File: src/sv/cocnt_pkg.sv
// ----------------------------------------------------------------------------
// cocnt_pkg
// Shared types and constants for the code occurrence counter table.
// ----------------------------------------------------------------------------
package cocnt_pkg;

   localparam int unsigned REQ_CODE_BITS = 16;
   localparam int unsigned RSP_COUNT_BITS = 16;

   typedef struct packed {
      logic act;
      logic done;
      logic is_new;
   } tok_ctl_type;

endpackage

File: src/sv/cocnt_cell.sv
// ----------------------------------------------------------------------------
// cocnt_cell
// One table entry: compares the passing lookup against its code, counts
// a hit or takes the code on a miss at the fill slot (or on a load), then hands on.
// ----------------------------------------------------------------------------
module cocnt_cell
   import cocnt_pkg::*;
#(
   parameter int unsigned CODE_BITS  = 16,
   parameter int unsigned COUNT_BITS = 16,
   parameter int unsigned FILL_W     = 7,
   parameter int unsigned INDEX      = 0
) (
   input  logic                  clock,
   input  logic                  reset,
   input  logic [FILL_W-1:0]     fill_level,
   input  tok_ctl_type           tok_in,
   input  logic [CODE_BITS-1:0]  code_in,
   input  logic [COUNT_BITS-1:0] count_in,
   input  logic                  load,
   input  logic [CODE_BITS-1:0]  load_code,
   output tok_ctl_type           tok_out,
   output logic [CODE_BITS-1:0]  code_out,
   output logic [COUNT_BITS-1:0] count_out
);

   localparam logic [COUNT_BITS-1:0] COUNT_ONE = COUNT_BITS'(1);
   localparam logic [COUNT_BITS-1:0] COUNT_MAX = '1;

   logic [CODE_BITS-1:0]  entry_code_ff, entry_code_in;
   logic [COUNT_BITS-1:0] entry_count_ff, entry_count_in;
   tok_ctl_type           tok_ff, tok_fwd_in;
   logic [CODE_BITS-1:0]  code_ff;
   logic [COUNT_BITS-1:0] count_ff, count_fwd_in;
   logic                  valid, slot, match, ins;
   logic [COUNT_BITS-1:0] count_inc;

   assign valid = fill_level > FILL_W'(INDEX);
   assign slot  = fill_level == FILL_W'(INDEX);
   assign match = tok_in.act & ~tok_in.done & valid & (entry_code_ff == code_in);
   assign ins   = tok_in.act & ~tok_in.done & slot;
   assign count_inc = (entry_count_ff == COUNT_MAX) ? entry_count_ff
                                                    : entry_count_ff + COUNT_ONE;

   always_comb begin
      entry_code_in  = entry_code_ff;
      entry_count_in = entry_count_ff;
      priority if (load) begin
         entry_code_in  = load_code;
         entry_count_in = COUNT_ONE;
      end else if (ins) begin
         entry_code_in  = code_in;
         entry_count_in = COUNT_ONE;
      end else if (match) begin
         entry_count_in = count_inc;
      end
   end

   always_comb begin
      tok_fwd_in.act    = tok_in.act;
      tok_fwd_in.done   = tok_in.done | match | ins;
      tok_fwd_in.is_new = tok_in.is_new | ins;
      priority if (match) begin
         count_fwd_in = count_inc;
      end else if (ins) begin
         count_fwd_in = COUNT_ONE;
      end else begin
         count_fwd_in = count_in;
      end
   end

   always_ff @(posedge clock) begin
      entry_code_ff  <= entry_code_in;
      entry_count_ff <= entry_count_in;
      code_ff        <= code_in;
      count_ff       <= count_fwd_in;
      if (reset) begin
         tok_ff <= '0;
      end else begin
         tok_ff <= tok_fwd_in;
      end
   end

   assign tok_out   = tok_ff;
   assign code_out  = code_ff;
   assign count_out = count_ff;

endmodule

File: config.mk
export PLATFORM = sky130hd
export DESIGN_NAME = cocnt_cell
export DESIGN_NICKNAME = d
export VERILOG_FILES = /design/src/sv/cocnt_pkg.sv /design/src/sv/cocnt_cell.sv
export SDC_FILE = /design/constraint.sdc
export NUM_CORES = 1
export LEC_CHECK = 0
export ABC_AREA = 0
export BUFFER_PORTS_ARGS = -buffer_cell sky130_fd_sc_hd__clkbuf_2
export CAP_MARGIN = 0
export CORE_UTILIZATION = 36
export DETAILED_ROUTE_END_ITERATION = 10
export PLACE_DENSITY = 0.6
export REMOVE_ABC_BUFFERS = 1
export SYNTH_ARGS = -nofsm -noshare
export SYNTH_HDL_FRONTEND = slang
export SYNTH_SLANG_ARGS = --single-unit
File: constraint.sdc
create_clock -name clock -period 3.48 [get_ports clock]
set_clock_uncertainty 0.2 [all_clocks]
set_input_delay 0.522 -clock clock [delete_from_list [all_inputs] [get_ports clock]]
set_output_delay 0.522 -clock clock [all_outputs]
set_load 0.01 [all_outputs]
Word level (Yosys, flattened, before mapping)
Cells that the tools add are included.
Widths: inputs -> output; s select.
{ "word_totals": {"reg_bits": 67, "elab_cells": 27} }
{ "classes": {"reduce_logical": 3, "bitwise": 8, "eq_ne": 2, "n_mux": 5, "n_addsub": 1, "magnitude_cmp": 1} }
{ "ops": {"columns": ["op", "count"], "rows": [
  ["$mux 16", 5],
  ["$add 16x1->16 const B", 1],
  ["$eq 16x16->1", 1],
  ["$eq 16x16->1 const B", 1],
  ["$gt 7x1->1 const B", 1],
  ["$logic_not 7->1", 1],
  ["$and 1x1->1", 4],
  ["$or 1x1->1", 3],
  ["$reduce_bool 2->1", 1],
  ["$reduce_or 2->1", 1],
  ["$not 1->1", 1]
]} }

Logic depth before layout (Yosys ltp)
{ "logic_depth": {"depth_word": 6, "ltp_mapped": 8} }

Worst setup path before layout
OpenSTA, ideal clock, no wires.
{ "synth_path": {"path_kind": "in2reg", "startpoint": "input fill_level[2]", "endpoint": "register entry_code_ff[0], enable pin", "arrival_time_ps": 2143, "t_required_ps": 2956, "cell_stages": 7, "n_path_buf": 3, "slack_ps": 813, "path_cell_list": "or4_1 or3_1 clkbuf_1 and2_1 buf_2 inv_2 buf_4"} }
{ "synth_via": {"elab_chain_cells": 3} }
{ "synth_rtl": {"columns": ["item", "line", "text"], "rows": [
  ["from (decl)", "cocnt_cell.sv:16", "input logic [FILL_W-1:0] fill_level,"],
  ["$logic_not 7->1", "cocnt_cell.sv:39", "assign slot = fill_level == FILL_W'(INDEX);"],
  ["$and 1x1->1", "cocnt_cell.sv:41", "assign ins = tok_in.act & ~tok_in.done & slot;"],
  ["$reduce_bool 2->1 (no source line)", null, null],
  ["to (signal assigned)", "cocnt_cell.sv:73", "entry_code_ff <= entry_code_in;"],
  ["to (decl)", "cocnt_cell.sv:30", "logic [CODE_BITS-1:0] entry_code_ff, entry_code_in;"]
]} }
Every way passes these cells.
A chain may end at the register's enable or synchronous reset.

Final worst setup path
{ "layout_path": {"startpoint": "register entry_code_ff[1]", "endpoint": "register entry_count_ff[3]"} }
{ "layout_via": {"elab_chain_cells": 2} }
{ "layout_rtl": {"columns": ["item", "line", "text"], "rows": [
  ["$eq 16x16->1", "cocnt_cell.sv:40", "assign match = tok_in.act & ~tok_in.done & valid & (entry_code_ff == code_in);"],
  ["$and 1x1->1", "cocnt_cell.sv:40", null],
  ["to (signal assigned)", "cocnt_cell.sv:74", "entry_count_ff <= entry_count_in;"],
  ["to (decl)", "cocnt_cell.sv:31", "logic [COUNT_BITS-1:0] entry_count_ff, entry_count_in;"]
]} }
Every way passes these cells.

==> results by group <==
Outcome
  – Status: finished, final reports clean

Setup path
  – Reg2Reg Setup Slack: 0.84 ns
  – Top Family by Delay on Critical Path: simple AND/OR/NAND/NOR gates
  – Worst Path Buf+Inv: 1
  – Total stage count of the critical path: 6
  – Required time of the critical path: roughly 3.5 ns
  – CP most frequent cell: or4_1
  – Worst Setup End Kind: flip-flop
  – Critical path's slowest cell: or4_1
  – Crit Path Max Fanout: 18
  – Critical Path, Cell by Cell: xnor2_1, nand4_1, or4_1, buf_4, or4_1, a21oi_1
  – Crit path kind: reg -> reg
  – Worst path max stage delay: 0.73 ns
  – Setup crit start kind: flip-flop
  – FF-to-FF path depth: 6
  – CP arrival: 2.71 ns

Final layout
  – Synth-to-Final Area Change: 25.8%
  – Final nets: roughly 440
  – Layout cells sized above 1: between 30% and 40%
  – Finished Layout Cells: 480
  – FF/Latch Area: between 1500 and 2000 um^2
  – N_diodes: 0
  – Fillcell total: 810
  – Area of the multi-input gates: 1360 um^2

Yosys
  – Synth Flop Type: dfxtp_1
  – Adder-Cell Fraction of Synth Area: less than 1%
  – YS warnings: 0
  – Post-Synth XOR/XNOR Area: approximately 7.6%
  – Synth area leader: dfxtp_1
  – Post-synth ARST share: 0%
  – Synth area leaders: dfxtp_1, edfxtp_1, xor2_1, mux2_2, mux2i_1
  – Syn Std Cell Area: a little under 3000 um^2
  – Post-Synth Simple-Gate Area: 15.8%
  – Sequential share of the synthesized area: between 50% and 60%
  – Syn_area_per_cell: roughly 11 um^2
  – Seq cells post-synth: 67
  – Synth unique cells: 47
  – Fraction of synthesized area in multiplexers: a little under an eighth
  – Compound-Gate Fraction of Synth Area: a little over a tenth
  – Synth top area share: about 34%
  – Post-Synthesis Cells: between 200 and 300
  – Largest family of logic cells by synthesized area: simple AND/OR/NAND/NOR gates
  – EDFF count, synth: 16

GRT
  – First-pass GRT wire length: 10500 um
  – Vias in the first global route: 2227
  – Largest net degree at the start of global routing: 29
  – Grt ovf: 0
  – Number of antenna violations at the first check in global routing: 0
  – Total GRT Usage: 15.6%

Clock tree
  – CTS root buffer: clkbuf_8
  – CTS Buf Count: 9
  – Clk slew on worst S/H paths: roughly 0.080 ns
  – # resized after CTS: 0
  – Num Clock Sinks: 67
  – Clock Path Buffers: 2
  – Setup repair bufs after CTS: 0
  – Hold_buf cts: 0
  – Clk Latency, worst-skew pair: between 0.3 and 0.4 ns
  – Max H-tree Level: 3
  – CTS tree: yes

Power
  – Worst ir drop on vdd: roughly 200 uV
  – Pwr Density: ~450 nW/um^2
  – Leakage: 1.50 nW

Detailed routing
  – Final ANT Viol Nets: 0
  – Iter 0 DRT Violations: between 90 and 100
  – DRT Wirelength: 6510 um
  – Drc violations: 0
  – Vias: about 2400
  – Drt via density: between 5 and 6
  – Wirelength per Cell: approximately 14 um
  – TritonRoute pass-1 iters: 4

Die
  – Initial Util: around 38%
  – Core Box Area: roughly 8000 um^2
  – Total die area: 8660 um^2
  – Die height: 93.0 um
  – FP Rows: 32
  – Io pins: 96
  – Die width: around 93 um

Timing
  – Final period util: roughly three quarters
  – Setup TNS: 0 ns
  – Final min period: roughly 2.6 ns
  – Max Clk Rate: between 0.3 and 0.4 GHz
  – Final hold violations: 0
  – Worst relative slew slack: 60.5%
  – Measured slew at the worst slew-check pin: 0.592 ns
  – RSZ-0062 raised after global routing: no
  – Slew Limit Fails: 0
  – Final setup fails: 0

Place
  – RD Place Congestion: around 0.86
  – PortBufs: 95
  – Post-detail-place hpwl: ~4700 um
  – Cell Count Post-Placement: roughly 460

Min path
  – Hold depth: 1
  – Worst hold path type: in -> reg

Flow run
  – Max cap viols: 0
-- cells in the final DEF (no fill, tap or decap), types with 4 or more instances in the layout --
cell type  count
a21oi_1       11
and4_1         4
buf_4          6
clkbuf_2      95
clkbuf_8       9
dfxtp_1       51
edfxtp_1      16
inv_1          5
mux2_2        16
mux2i_1       16
nand2_1       22
nand3_1        9
nand4_1       10
nor2_1         4
nor3_1         5
nor4_1         5
o21ai_0        8
o31ai_1       10
or4_1          9
xnor2_1        5
xor2_1        21
-- power by group --
part | total, mW | switching [mW] | internal (mW)
logic | 0.136 | 0.0649 | 0.0712
clock network | 0.706 | 0.301 | 0.405
registers | 0.851 | 0.0122 | 0.838
total | 1.69 | 0.378 | 1.31
-- path summary, 6_finish.rpt --
path,from,endpoint
worst max-delay path,entry_code_ff[1],entry_count_ff[3]
worst min register to register,entry_count_ff[13],entry_count_ff[13]
worst max register to register,entry_code_ff[1],entry_count_ff[3]
worst min-delay path,code_in[1],code_out[1]
-- kinds of logic (layout without fill, tap and decap cells) --
kind of cell    Yosys count  in the layout
xor+xnor                 26             26
compound gates           46             46
flops                    67             67
mux                      32             32
buf+inv                  24            123
simple gates             83             83
fa+ha+maj                 1              1
-- cell type report --
type	count	share of cell area, %
Clock buffer	10	3.40
Clock inverter	6	2.40
Inverter	6	0.600
Multi-Input combinational cell	188	36.3
Sequential cell	67	40.0
Tap cell	102	3.40
Timing Repair Buffer	101	13.9
-- stage by stage --
| step | hold slack [ns] | setup WS (ns) | power [mW] | area (um^2) | utilization [%] |
|---|---|---|---|---|---|
| after floorplan | 0.291 | 0.749 | 0.932 | 2890 | - |
| after global placement | 0.323 | 0.655 | 1.00 | 3540 | 44.8 |
| after detailed placement | 0.330 | 0.593 | 1.01 | 3540 | 44.8 |
| after CTS | 0.0954 | 0.827 | 1.72 | 3750 | 47.6 |
| after global routing | 0.0967 | 0.710 | 1.76 | 3750 | 47.6 |
| final | 0.114 | 0.836 | 1.69 | 3750 | 47.6 |
-- metal layers --
metal / vias up / part of all wire, % / routed length (um) / track usage, %
met2: 66 / 45 / 2940 / 23.8
met1: 1128 / 48 / 3150 / 20.8
met5: - / 0 / 0 / 0
met3: 13 / 4.4 / 283 / 3.82
li1: 1221 / - / - / -
met4: 0 / 2.0 / 131 / 7.31
-- state kept, by name, indices dropped and copies added (netlist names) --
| register | flops |
|---|---|
| tok_out | 3 |
| entry_code_ff | 16 |
| entry_count_ff | 16 |
| code_out | 16 |
| count_out | 16 |
-- worst reg2reg max path: stages (launching register included) --
cell      delay (ns)
edfxtp_1        0.39
xnor2_1         0.16
nand4_1         0.14
or4_1           0.73
buf_4           0.30
or4_1           0.50
a21oi_1         0.15
-- cells in the mapped netlist, drive strengths merged, types with 2 or more instances --
master and n:
a21oi 13, and2 2, and3 2, and4 4, buf 7, clkbuf 11, dfxtp 51, edfxtp 16
inv 6, mux2 16, mux2i 16, nand2 22, nand2b 2, nand3 9, nand4 10, nor2 5
nor2b 2, nor3 5, nor4 5, o2111ai 3, o211ai 3, o21ai 8, o31ai 10, or3 2
or4 11, xnor2 5, xor2 21
Power figures use the tool's default switching activity.
